**config.mk**
```make
export PLATFORM = sky130hd
export DESIGN_NAME = brfb_cmd_fifo
export DESIGN_NICKNAME = d
export VERILOG_FILES = /design/src/rtl/brfb_pkg.sv /design/src/rtl/brfb_cmd_fifo.sv
export SDC_FILE = /design/constraint.sdc
export NUM_CORES = 1
export LEC_CHECK = 0
export CAP_MARGIN = 20
export CELL_PAD_IN_SITES_DETAIL_PLACEMENT = 1
export CELL_PAD_IN_SITES_GLOBAL_PLACEMENT = 1
export CORE_MARGIN = 5
export CORE_UTILIZATION = 53
export DETAILED_ROUTE_END_ITERATION = 16
export DONT_BUFFER_PORTS = 1
export PLACE_DENSITY_LB_ADDON = 0.1
export SLEW_MARGIN = 20
export SYNTH_ARGS = -nofsm -noshare
export SYNTH_HDL_FRONTEND = slang
export SYNTH_SLANG_ARGS = --single-unit
```
**constraint.sdc**
```tcl
create_clock -name clk_i -period 5.34 [get_ports clk_i]
set_input_delay 0.534 -clock clk_i [delete_from_list [all_inputs] [get_ports clk_i]]
set_output_delay 0.534 -clock clk_i [all_outputs]
set_load 0.05 [all_outputs]
```
**src/rtl/brfb_pkg.sv**
```systemverilog
// ----------------------------------------------------------------------------
// brfb_pkg
// Shared types, constants and helpers for the byte ring FIFO with block access.
// ----------------------------------------------------------------------------
package brfb_pkg;

  localparam int unsigned MAX_DEPTH = 1024;
  localparam int unsigned MAX_BLOCK = 8;

  localparam int unsigned PTR_W  = $clog2(MAX_DEPTH);
  localparam int unsigned CNT_W  = PTR_W + 1;
  localparam int unsigned LEN_W  = 4;
  localparam int unsigned DATA_W = 64;
  localparam int unsigned BYTE_W = 8;

  // Item modes as they arrive on the mode port.
  localparam logic [1:0] MODE_PUSH   = 2'd0;
  localparam logic [1:0] MODE_POP    = 2'd1;
  localparam logic [1:0] MODE_CLEAR  = 2'd2;
  localparam logic [1:0] MODE_STATUS = 2'd3;

  // Commands handed from the front end to the execution end.
  typedef enum logic [1:0] {
    CMD_PUSH,
    CMD_POP,
    CMD_CLEAR,
    CMD_REPORT
  } cmd_op_e;

  typedef struct packed {
    cmd_op_e            op;
    logic               acc;
    logic [LEN_W-1:0]   len;
    logic [DATA_W-1:0]  data;
  } cmd_t;

  typedef struct packed {
    logic               valid;
    logic               pop;
    logic               acc;
    logic               last;
    logic [CNT_W-1:0]   fill;
  } res_t;

  // Clamp a written capacity into 1 .. MAX_DEPTH.
  function automatic logic [CNT_W-1:0] cap_eff(input logic [CNT_W-1:0] v);
    logic [CNT_W-1:0] r;
    r = v;
    if (v == '0) r = CNT_W'(1);
    else if (v > CNT_W'(MAX_DEPTH)) r = CNT_W'(MAX_DEPTH);
    return r;
  endfunction

  // Step a ring pointer, wrapping at the capacity.
  function automatic logic [PTR_W-1:0] ptr_adv(input logic [PTR_W-1:0] p,
                                              input logic [CNT_W-1:0] cap);
    logic [CNT_W-1:0] n;
    n = {1'b0, p} + CNT_W'(1);
    return (n >= cap) ? '0 : n[PTR_W-1:0];
  endfunction

endpackage

```
**src/rtl/brfb_cmd_fifo.sv**
```systemverilog
// ----------------------------------------------------------------------------
// brfb_cmd_fifo
// Two-entry command queue between the front end and the execution end.
// ----------------------------------------------------------------------------
module brfb_cmd_fifo import brfb_pkg::*; (
  input  logic clk_i,
  input  logic rst_ni,
  input  logic push_i,
  input  cmd_t cmd_i,
  output logic full_o,
  output logic valid_o,
  input  logic pop_i,
  output cmd_t cmd_o
);

  cmd_t       slot_q [2];
  logic       wr_q, rd_q;
  logic [1:0] cnt_q;

  assign full_o  = (cnt_q == 2'd2);
  assign valid_o = (cnt_q != 2'd0);
  assign cmd_o   = slot_q[rd_q];

  always_ff @(posedge clk_i) begin
    if (push_i) begin
      slot_q[wr_q] <= cmd_i;
    end
  end

  always_ff @(posedge clk_i or negedge rst_ni) begin
    if (!rst_ni) begin
      wr_q  <= 1'b0;
      rd_q  <= 1'b0;
      cnt_q <= 2'd0;
    end else begin
      if (push_i) wr_q <= ~wr_q;
      if (pop_i)  rd_q <= ~rd_q;
      cnt_q <= cnt_q + {1'b0, push_i} - {1'b0, pop_i};
    end
  end

endmodule

```
==> tab_implementation.tex <==
\begin{tabular}{lr}
\hline
Metric & Value \\
\hline
\multicolumn{2}{l}{\textbf{Floorplanning}} \\
Die width & between 100 and 150 um \\
\# rows & 37 \\
Die Outline Area & roughly 13,000 um\^{}2 \\
I/O Pins & between 100 and 150 \\
Initial Utilization & roughly 55\% \\
Core area & approximately 10,000 um\^{}2 \\
DIE HEIGHT & between 100 and 150 um \\
\multicolumn{2}{l}{\textbf{Power}} \\
Static leakage & 0.002357 uW \\
Worst ir drop on vdd & roughly 430 uV \\
Pwr per Cell Area & 720.1 nW/um\^{}2 \\
\multicolumn{2}{l}{\textbf{Route}} \\
Post-detailed-route count of antenna-violating nets & 0 \\
Via density per instance & 5.344 \\
Final routed wire length divided by cell count & approximately 24 um \\
Number of vias after detailed routing & $\sim$2,100 \\
Total wirelength of the detailed-routed design & around 9600 um \\
Number of remaining DRC errors & 0 \\
DRT Pass-1 Iters & 4 \\
Detailed router's first-iteration violation count & between 100 and 150 \\
\multicolumn{2}{l}{\textbf{Global route}} \\
Overall Global Routing Usage & around 15\% \\
Number of antenna violations at the first check in global routing & 0 \\
GRT Residual Overflow & 0 \\
Largest net degree at the start of global routing & just over 70 \\
Vias in the first global route & between 2,000 and 2,500 \\
Global-route wire length before repair & roughly 14,000 um \\
\multicolumn{2}{l}{\textbf{Placement}} \\
IO Port Bufs & 0 \\
Detailed placer's ending HPWL & approximately 6400 um \\
Number of placed cells counting well taps & around 370 \\
Routability cong. & about 0.64 \\
\multicolumn{2}{l}{\textbf{Critical path}} \\
Worst endpoint data arrival time & roughly 2.6 ns \\
Worst r2r path cells & 2 \\
Cell Chain, Critical Path & buf\_4 > mux2\_2 \\
Internal reg-to-reg setup slack & around 3.2 ns \\
CP Class & reg -> out \\
Worst setup path startpoint & rd\_q \\
Startpoint class of the critical path & flip-flop \\
CP required & approximately 4.8 ns \\
Largest fanout of any net on the critical path & 37 \\
Critical register-to-register path startpoint & wr\_q \\
Worst setup EP type & output pin \\
Capture point of the worst reg-to-reg path & slot\_q[0][60] \\
Longest individual stage delay on the worst path & roughly 0.85 ns \\
Slowest cell on the critical path & dfrtp\_4 \\
\multicolumn{2}{l}{\textbf{Finish}} \\
Fillcell total & 848 \\
Final Non-Filler Cells & 398 \\
Fraction of layout cells with a size suffix above 1 & roughly two fifths \\
\# nets final & about 330 \\
Area delta synth->final & 12.90\% \\
Antenna cell count & 0 \\
\multicolumn{2}{l}{\textbf{Timing}} \\
Final count of negative-setup-slack endpoints & 0 \\
Crit path time final & about 3.1 ns \\
Final clock period utilization by the worst path & 58.42\% \\
Total Negative Setup Slacks & 0 ns \\
Post-route clock skew & a little over 0.005 ns \\
RSZ-0062 raised after global routing & false \\
Worst slew margin & 35.57\% \\
Worst hold margin & approximately 0.12 ns \\
Transition at the pin with the smallest max-transition slack & 0.9665 ns \\
Total count of hold-check failures in the final report & 0 \\
Maximum clock frequency & 320.6 MHz \\
Final Max Slew Viols & 0 \\
\multicolumn{2}{l}{\textbf{Yosys}} \\
Synthesis Warnings & 0 \\
Share of the synthesized area in the top cell type & about three quarters \\
Area leader, netlist & edfxtp\_1 \\
Mean area per synthesized cell & roughly 24 um\^{}2 \\
Post-Syn Nets & 313 \\
Post-synth top flop & edfxtp\_1 \\
Netlist cell types & 13 \\
Netlist Area Pre-Place & about 5700 um\^{}2 \\
Sequential fraction of the synthesis area & between 70 and 80\% \\
Flops \& latches, synth & 146 \\
Top cell types by occurrence after synthesis & edfxtp\_1, mux2\_4, buf\_12 \\
Largest cells by area after synthesis & edfxtp\_1, mux2\_4, buf\_12 \\
Syn Inst Count & roughly 240 \\
Synth async-reset ratio & about 2.7\% \\
Most common cell in the netlist & edfxtp\_1 \\
EDFF count, synth & $\sim$140 \\
\multicolumn{2}{l}{\textbf{Clock tree}} \\
Total CTS buffers & 17 \\
Maximum clock path buffer count & 2 \\
Number of buffers inserted by hold repair at cts & 1 \\
Number of gates resized after CTS & 0 \\
Clock root buffer & clkbuf\_8 \\
Number of buffers inserted to repair setup after CTS & 0 \\
Clock tree from TritonCTS & built \\
CTS clock-pin slew for the worst setup and hold paths & roughly 0.060 ns \\
Worst-Skew Late Latency & 0.50 ns \\
Number of H-tree levels & 4 \\
Sinks on the clock net & approximately 150 \\
\multicolumn{2}{l}{\textbf{Worst hold path}} \\
Hold Path Stages & 1 \\
Startpoint of the worst hold path & push\_i \\
Endpoint, Worst Hold & wr\_q \\
Worst hold-check path type & in -> reg \\
\multicolumn{2}{l}{\textbf{Run}} \\
Max-Cap Viols & 0 \\
\multicolumn{2}{l}{\textbf{Run status}} \\
Outcome & finished clean \\
\hline
\end{tabular}
==> worst max path at each step <==
stage / end / slack (ns) / depth (start not counted)
5_1_grt: cmd_o[0] / 2.08 / 2
6_report: cmd_o[0] / 2.22 / 2
3_3_place_gp: cmd_o[0] / 2.74 / 2
3_5_place_dp: cmd_o[0] / 2.68 / 2
2_1_floorplan: slot_q[0][0] / 1.18 / 1
4_1_cts: cmd_o[0] / 2.13 / 2
==> registers in the layout, indices dropped and copies added, names as in the netlist <==
name	count
wr_q	1
rd_q	1
slot_q	142
cnt_q	2
==> through the flow <==
step,power (uW),util [%],setup slack (ns),instance area (um^2)
final,4612,61.76,2.220,6405
after CTS,4668,61.76,2.127,6405
after floorplan,3273,-,1.184,5673
after detailed placement,3324,55.16,2.680,5720
after global placement,3283,55.16,2.743,5720
after global routing,4780,61.76,2.078,6405
==> report_power, final <==
group	switching [uW]	internal [uW]
Combinational	1150	461
Sequential	137	1530
Clock	431	903
==> logic make-up (layout without fill, tap and decap cells) <==
logic type	count (synthesis)	after routing	synth area share, %
and+or+nand+nor	4	4	0.4412
muxes	71	71	18.66
xor gates and xnor gates	3	3	0.7278
DFF	146	146	76.93
buffers and inverters	10	36	2.801
adders and majority gates	2	2	0.4410
==> placed cells by master, fill, tap and decap left out, types with 2 or more instances in the layout <==
cell type / n
bufinv_16: 7
xor2_1: 2
mux2_4: 69
clkbuf_1: 2
ha_1: 2
inv_1: 2
edfxtp_1: 142
inv_6: 3
clkbuf_16: 16
mux2_2: 2
dfrtp_1: 3
buf_4: 2
==> layer usage <==
layer  part of all wire (%)  wire length, um  global-route usage, %  vias to the layer above
li1                       -                -                      -                      958
met2                     53             5041                  26.07                       97
met5                      0                0                      0                        -
met1                     34             3238                  14.78                     1064
met4                   0.75               72                  4.808                        0
met3                     13             1220                  9.973                        8
==> critical path: cells and delay by family, from the launching register on <==
| kind | cells | cell delay, ns |
|---|---|---|
| buffers and inverters | 1 | 0.67 |
| DFF | 1 | 0.85 |
| muxes | 1 | 0.54 |
==> cell type report <==
class | count | area, um^2 | share of cell area (%)
Inverter | 2 | 7.507 | 0.1172
Timing Repair Buffer | 3 | 25.02 | 0.3907
Multi-Input combinational cell | 80 | 1160 | 18.11
Sequential cell | 146 | 4368 | 68.20
Tap cell | 136 | 170.2 | 2.657
Clock buffer | 19 | 421.7 | 6.583
Clock inverter | 12 | 252.7 | 3.946
Note: power is estimated with default switching activity, not from simulation.
