$ cat src/rtl/brfb_pkg.sv
// ----------------------------------------------------------------------------
// brfb_pkg
// Shared types, constants and helpers for the byte ring FIFO with block access.
// ----------------------------------------------------------------------------
package brfb_pkg;

  localparam int unsigned MAX_DEPTH = 1024;
  localparam int unsigned MAX_BLOCK = 8;

  localparam int unsigned PTR_W  = $clog2(MAX_DEPTH);
  localparam int unsigned CNT_W  = PTR_W + 1;
  localparam int unsigned LEN_W  = 4;
  localparam int unsigned DATA_W = 64;
  localparam int unsigned BYTE_W = 8;

  // Item modes as they arrive on the mode port.
  localparam logic [1:0] MODE_PUSH   = 2'd0;
  localparam logic [1:0] MODE_POP    = 2'd1;
  localparam logic [1:0] MODE_CLEAR  = 2'd2;
  localparam logic [1:0] MODE_STATUS = 2'd3;

  // Commands handed from the front end to the execution end.
  typedef enum logic [1:0] {
    CMD_PUSH,
    CMD_POP,
    CMD_CLEAR,
    CMD_REPORT
  } cmd_op_e;

  typedef struct packed {
    cmd_op_e            op;
    logic               acc;
    logic [LEN_W-1:0]   len;
    logic [DATA_W-1:0]  data;
  } cmd_t;

  typedef struct packed {
    logic               valid;
    logic               pop;
    logic               acc;
    logic               last;
    logic [CNT_W-1:0]   fill;
  } res_t;

  // Clamp a written capacity into 1 .. MAX_DEPTH.
  function automatic logic [CNT_W-1:0] cap_eff(input logic [CNT_W-1:0] v);
    logic [CNT_W-1:0] r;
    r = v;
    if (v == '0) r = CNT_W'(1);
    else if (v > CNT_W'(MAX_DEPTH)) r = CNT_W'(MAX_DEPTH);
    return r;
  endfunction

  // Step a ring pointer, wrapping at the capacity.
  function automatic logic [PTR_W-1:0] ptr_adv(input logic [PTR_W-1:0] p,
                                              input logic [CNT_W-1:0] cap);
    logic [CNT_W-1:0] n;
    n = {1'b0, p} + CNT_W'(1);
    return (n >= cap) ? '0 : n[PTR_W-1:0];
  endfunction

endpackage

$ cat src/rtl/brfb_front.sv
// ----------------------------------------------------------------------------
// brfb_front
// Accepts items, checks them against a committed byte count and issues commands.
// ----------------------------------------------------------------------------
module brfb_front import brfb_pkg::*; (
  input  logic              clk_i,
  input  logic              rst_ni,
  input  logic              clear_i,
  input  logic [CNT_W-1:0]  cap_i,
  input  logic              accept_i,
  input  logic [1:0]        mode_i,
  input  logic [LEN_W-1:0]  block_length_i,
  input  logic [DATA_W-1:0] block_data_i,
  output cmd_t              cmd_o
);

  // Bytes stored once every issued command has been carried out.
  logic [CNT_W-1:0] count_q, count_d;
  logic [CNT_W-1:0] free_cnt, len_ext;
  logic             len_ok, push_ok, pop_ok;

  always_comb begin
    free_cnt = cap_i - count_q;
    len_ext  = CNT_W'(block_length_i);
    len_ok   = (block_length_i != '0) && (block_length_i <= LEN_W'(MAX_BLOCK));
    push_ok  = (mode_i == MODE_PUSH) && len_ok && (len_ext <= free_cnt);
    pop_ok   = (mode_i == MODE_POP) && len_ok && (len_ext <= count_q);

    cmd_o.len  = block_length_i;
    cmd_o.data = block_data_i;
    cmd_o.acc  = 1'b1;
    count_d    = count_q;
    if (push_ok) begin
      cmd_o.op = CMD_PUSH;
      count_d  = count_q + len_ext;
    end else if (pop_ok) begin
      cmd_o.op = CMD_POP;
      count_d  = count_q - len_ext;
    end else if (mode_i == MODE_CLEAR) begin
      cmd_o.op = CMD_CLEAR;
      count_d  = '0;
    end else begin
      // Status query, or a refused push or pop.
      cmd_o.op  = CMD_REPORT;
      cmd_o.acc = (mode_i == MODE_STATUS);
    end
  end

  always_ff @(posedge clk_i or negedge rst_ni) begin
    if (!rst_ni) begin
      count_q <= '0;
    end else if (clear_i) begin
      count_q <= '0;
    end else if (accept_i) begin
      count_q <= count_d;
    end
  end

endmodule

$ cat config.mk
export PLATFORM = sky130hd
export DESIGN_NAME = brfb_front
export DESIGN_NICKNAME = d
export VERILOG_FILES = /design/src/rtl/brfb_pkg.sv /design/src/rtl/brfb_front.sv
export SDC_FILE = /design/constraint.sdc
export NUM_CORES = 1
export LEC_CHECK = 0
export BUFFER_PORTS_ARGS = -buffer_cell sky130_fd_sc_hd__buf_2
export CAP_MARGIN = 20
export CORE_MARGIN = 2
export CORE_UTILIZATION = 30
export DETAILED_ROUTE_END_ITERATION = 7
export PLACE_DENSITY_LB_ADDON = 0.2
export RECOVER_POWER = 100
export REMOVE_ABC_BUFFERS = 1
export SETUP_SLACK_MARGIN = 0.15
export SLEW_MARGIN = 20
export SYNTH_ARGS = -nofsm -noshare
export SYNTH_HDL_FRONTEND = slang
export SYNTH_SLANG_ARGS = --single-unit
$ cat constraint.sdc
create_clock -name clk_i -period 11.7 [get_ports clk_i]
set_clock_uncertainty 0.1 [all_clocks]
set_input_delay 2.34 -clock clk_i [delete_from_list [all_inputs] [get_ports clk_i]]
set_output_delay 2.34 -clock clk_i [all_outputs]
set_load 0.02 [all_outputs]
==> results.toml, run 1 <==
[global_routing]
grt_max_degree = 16
grt.overflow.total = 0
grt_pass1_vias = 2134
grt_pass1_wl_um = 15500
antenna_found_initial = 0
grt.total_usage_pct = 24.4

[clock_tree]
cts_tree = "built"
h-tree-depth = 1
clk_latency_ps = 250
root_buffer = "clkbuf_8"
cts_buffers = 3
cts_buffer_depth = 2
post-cts-setup-buffer-count = 0
ctsHoldBuffers = 0
clk_pin_slew_ps = 60
clkSinkCount = 11
post_cts_resize_count = 0

[setup_path]
worstSetupEndpointType = "output pin"
worstSetupPathType = "primary input to output pin"
cp_data_arrival_time_ps = 6430
reg2reg_from = "count_q[1]"
reg2reg_depth = 15
start_kind = "primary input"
cp.required_ps = 9260
cp_max_fo = 11
endpoint = "cmd_o[68]"
timing.critical_path.from = "cap_i[0]"
worstReg2RegEnd = "count_q[7]"
r2r_slack_ps = 6850

[power]
clkPwrFrac_pct = 24.3
p_int_w = 0.0000969
finalPower_w = 0.000172
ir_drop_mv = 0.0230
p_per_area_mw_per_mm2 = 79.0
leakage_nw = 0.896
switchingPower_w = 0.0000749
pwr-share-comb_pct = 50.2
switching_share_pct = 43.6
p_seq_share_pct = 25.5

[logic_synthesis]
netlist_area_mm2 = 0.00247
synth-main-ff-cell = "dfrtp_1"
async_flop_share_pct = 100
synth_area_leaders = "buf_4 21%, dfrtp_1 11%, ha_1 11%"
ys_top_cells_by_count = "70 x buf_4, 27 x inv_1, 22 x ha_1"
yosysWarnings = 0
yosysTopAreaCell = "buf_4"
synth_top_area_share_pct = 21.3
synth.ff_latch_count = 11
synth_edf_count = 0
synth_cell_types = 55
syn_avg_cell_area_um2 = 7.54
syn-instance-count = 327
yosysSeqAreaShare_pct = 11.2
yosysMostFrequentCell = "buf_4"

[route]
wl_um = 11000
dr.first_iter.drc_count = 136
drc = 0
vias = 2232
avgViaCountPerCell = 5.80
first_pass_iters = 4
ant_nets = 0
wire_per_inst_um = 28.7

[placed_design]
dp.cells = 381
port_buffers = 27
dp.final_hpwl_um = 9320
gp_congestion = 0.871

[sta]
setup_viol = 0
period_minus_slack_ps = 8870
rsz0062_at_grt = "false"
max-slew-margin-rel_pct = 41.5
worst_pin_slew_ps = 869
fin_setup_tns_ps = 0
fmax_mhz = 113
period_share_pct = 75.8
hold_viol_final = 0
slew_violations = 0

[status]
status = "finished clean"

[worst_hold_path]
hp-class = "register to register"

[floorplan]
die_w_um = 94.7
ios = 156
die_y_um = 94.7
die-area_mm2 = 0.00896
core_area_mm2 = 0.00809
rows = 33
start_util_pct = 30.5

[job]
drv_cap = 0

[layout]
finalNonFillerCells = 385
nets = 391
largestRegisters = "count_q: 11 flops"
n_antenna_cell = 0
drive_gt1_share_pct = 9.64
largest_register_ffs = 11
post-route-util_pct = 26.9
synthToLayoutAreaGrowth_pct = -11.8
regMostFlops = "count_q"
layer usage:
metal | track usage (%) | vias to the layer above | part of all wire [%]
met5 | 4.17 | - | 0.34
met4 | 4.23 | 2 | 1.3
met3 | 21.4 | 10 | 20
met2 | 32.4 | 149 | 39
met1 | 29.4 | 1052 | 40
li1 | - | 1019 | -
kinds of logic after synthesis:
logic type      after synthesis  share of synthesized area (%)
buf+inv                     105                           27.3
compound gates               86                           25.5
simple gates                 94                           20.1
xor+xnor                      3                           1.07
mux                           3                           1.27
fa+ha+maj                    25                           13.6
flops                        11                           11.2
critical path, stage by stage:
cell	delay, ps
buf_2	80
inv_1	40
ha_1	220
fa_1	420
xor2_1	180
ha_1	290
nand4_1	100
o2111ai_1	90
a2111o_1	400
a2111oi_0	640
nand4_1	530
and2_0	510
or3_1	420
clkbuf_1	170
power groups by stage:
stage,Sequential (W),Clock [W],Combinational (W)
2_1_floorplan,0.0000433,0,0.0000613
3_3_place_gp,0.0000444,0,0.0000880
3_5_place_dp,0.0000443,0,0.0000874
4_1_cts,0.0000437,0.0000414,0.0000882
5_1_grt,0.0000442,0.0000433,0.0000969
6_report,0.0000438,0.0000417,0.0000863
final cells by class:
type	count	area, um^2
Multi-Input combinational cell	211	1500
Fill cell	909	5920
Sequential cell	11	275
Inverter	27	101
Clock buffer	4	45.0
Timing Repair Buffer	27	125
Tap cell	105	131
worst min path at each step:
stage | from | endpoint | slack, ps | cells past startpoint
after CTS | count_q[8] | count_q[8] | 510 | 2
final | count_q[8] | count_q[8] | 520 | 2
after global placement | count_q[8] | count_q[8] | 520 | 2
after global routing | count_q[8] | count_q[8] | 540 | 2
after detailed placement | count_q[8] | count_q[8] | 510 | 2
after floorplan | count_q[2] | count_q[2] | 450 | 2
metrics by stage:
| stage | instance area (um^2) | hold slack [ps] | setup WS, ps |
|---|---|---|---|
| 6_report | 2170 | 515 | 2830 |
| 5_1_grt | 2170 | 535 | 2520 |
| 4_1_cts | 2210 | 510 | 3440 |
| 3_5_place_dp | 2160 | 507 | 3460 |
| 3_3_place_gp | 2160 | 516 | 3520 |
| 2_1_floorplan | 1890 | 452 | 3910 |
cells in the final DEF (no fill, tap or decap), types with 2 or more instances in the layout:
cell type / instances
a2111o_1: 4
a2111oi_0: 2
a211o_1: 4
a211oi_1: 5
a21o_1: 4
a21oi_1: 15
a221oi_1: 3
a311oi_1: 2
a31oi_1: 6
and2_1: 3
and3_1: 3
and4_1: 2
buf_2: 19
clkbuf_1: 9
clkbuf_8: 3
dfrtp_1: 11
fa_1: 3
ha_1: 22
inv_1: 27
mux2i_1: 2
nand2_1: 17
nand2b_1: 5
nand3_1: 10
nand4_1: 7
nand4b_1: 2
nor2_1: 20
nor2b_1: 6
nor3_1: 8
o2111ai_1: 3
o211ai_1: 4
o21a_1: 3
o21ai_0: 16
o31ai_1: 5
or3_1: 3
or4_1: 3
xor2_1: 2
No activity file was read; power rests on OpenSTA's default activity.
==> run 2: changes to the inputs <==
clock period = 7.13 ns   (was 11.7 ns; I/O delays follow)
==> run 2 against run 1 <==
Effect of this change:
- clock power rose by 60%
- non-clock buffer count did not move
- via count fell by 0.18%
- highest routed layer unchanged
- global-route usage fell by 0.51 points
- hold slack got worse by 1.5 ps
- cell count did not move
==> results.toml, run 2 (synthesis results as in run 1) <==
[route]
wl_um = 10800
ant_nets = 0
dr.first_iter.drc_count = 103
wire_per_inst_um = 28.1
drc = 0
avgViaCountPerCell = 5.79
vias = 2228
first_pass_iters = 5

[layout]
synthToLayoutAreaGrowth_pct = -11.0
largest_register_ffs = 11
final_common_cell = "inv_1"
drive_gt1_share_pct = 10.4
n_antenna_cell = 0
largestRegisters = "count_q: 11 flops"
mostFrequentLayoutCells = "27 x inv_1, 22 x ha_1, 20 x nor2_1, 20 x buf_2, 17 x nand2_1"
regMostFlops = "count_q"
post-route-util_pct = 27.1
n_fill_cell = 910
nets = 391

[clock_tree]
h-tree-depth = 1
post_cts_resize_count = 0
cts_tree = "built"
post-cts-setup-buffer-count = 0
clk_latency_ps = 250
clk_pin_slew_ps = 60
cts_buffers = 3
root_buffer = "clkbuf_8"
clkSinkCount = 11
cts_buffer_depth = 2
ctsHoldBuffers = 0

[floorplan]
start_util_pct = 30.5
rows = 33
ios = 156
core_area_mm2 = 0.00809
die-area_mm2 = 0.00896
die_w_um = 94.7
die_y_um = 94.7

[setup_path]
cp_data_arrival_time_ps = 5100
timing.critical_path.from = "cap_i[0]"
start_kind = "primary input"
cp.required_ps = 5600
worstSetupPathType = "primary input to output pin"
reg2reg_from = "count_q[1]"
worstSetupEndpointType = "output pin"
cp_max_fo = 11

[power]
p_per_area_mw_per_mm2 = 129
leakage_nw = 0.899
finalPower_w = 0.000283
ir_drop_mv = 0.0400

[worst_hold_path]
min-delay-start = "count_q[3]"
hp-class = "register to register"

[global_routing]
grt_pass1_vias = 2106
antenna_found_initial = 0
grt_pass1_wl_um = 15000
grt_max_degree = 16
grt.total_usage_pct = 23.9
grt.overflow.total = 0

[job]
drv_cap = 0

[sta]
max-slew-margin-rel_pct = 45.1
worst_pin_slew_ps = 820
rsz0062_at_grt = "false"
slew_violations = 0
period_minus_slack_ps = 6630
hold_viol_final = 0
setup_viol = 0
period_share_pct = 93.0
fin_setup_tns_ps = 0
fmax_mhz = 151

[status]
status = "finished clean"

[placed_design]
gp_congestion = 0.890
port_buffers = 27
dp.final_hpwl_um = 9250
[run 2: cell count changes in the layout (fill, tap and decap cells not counted)]
cell and change:
a2111oi_0 -1, a2111oi_4 +1, buf_2 +1, clkbuf_1 -1
[run 2: area by class of cell]
cell class | instances | area (um^2) | share of cell area [%]
Inverter | 27 | 101 | 4.62
Tap cell | 105 | 131 | 5.99
Timing Repair Buffer | 27 | 126 | 5.76
Clock buffer | 4 | 45.0 | 2.05
Sequential cell | 11 | 275 | 12.5
Multi-Input combinational cell | 211 | 1520 | 69.0
[run 2: worst max-delay path: stages]
cell and delay, ps:
buf_2 80, inv_1 30, ha_1 210, fa_1 420, xor2_1 180, ha_1 290, nand4_1 100, o2111ai_1 90
a2111o_1 430, a2111oi_4 310, nand4_1 430, and2_0 490, or3_1 420, buf_2 160
[run 2: report_power, final]
part	leakage (nW)	internal, W	switching [W]	total, W
registers	0.152	0.0000659	0.00000605	0.0000719
clock network	0.0228	0.0000395	0.0000273	0.0000668
logic	0.724	0.0000543	0.0000899	0.000144
[run 2: path summary, 6_finish.rpt]
check                           slack, ps    endpoint  cells after the start
worst min register to register        510  count_q[3]                      2
worst min-delay path                  510  count_q[3]                      2
worst max register to register       2680  count_q[7]                     15
worst max-delay path                  500   cmd_o[68]                     14
max in group asynchronous            5390  count_q[7]                      1
min in group asynchronous            1100  count_q[4]                      1
[run 2: routing by layer]
layer | wire, um | vias up | GRT usage, %
met4 | 233 | 2 | 5.56
met2 | 4100 | 143 | 31.5
met3 | 2270 | 17 | 21.6
met5 | 44 | - | 10.7
met1 | 4200 | 1051 | 27.5
li1 | - | 1015 | -
[run 2: through the flow]
stage	setup slack [ps]	cell area, um^2	hold WS (ps)	std cells
2_1_floorplan	1160	1890	452	249
3_3_place_gp	779	2160	518	381
3_5_place_dp	742	2160	517	381
4_1_cts	727	2210	524	385
5_1_grt	257	2190	561	385
6_report	502	2190	514	385
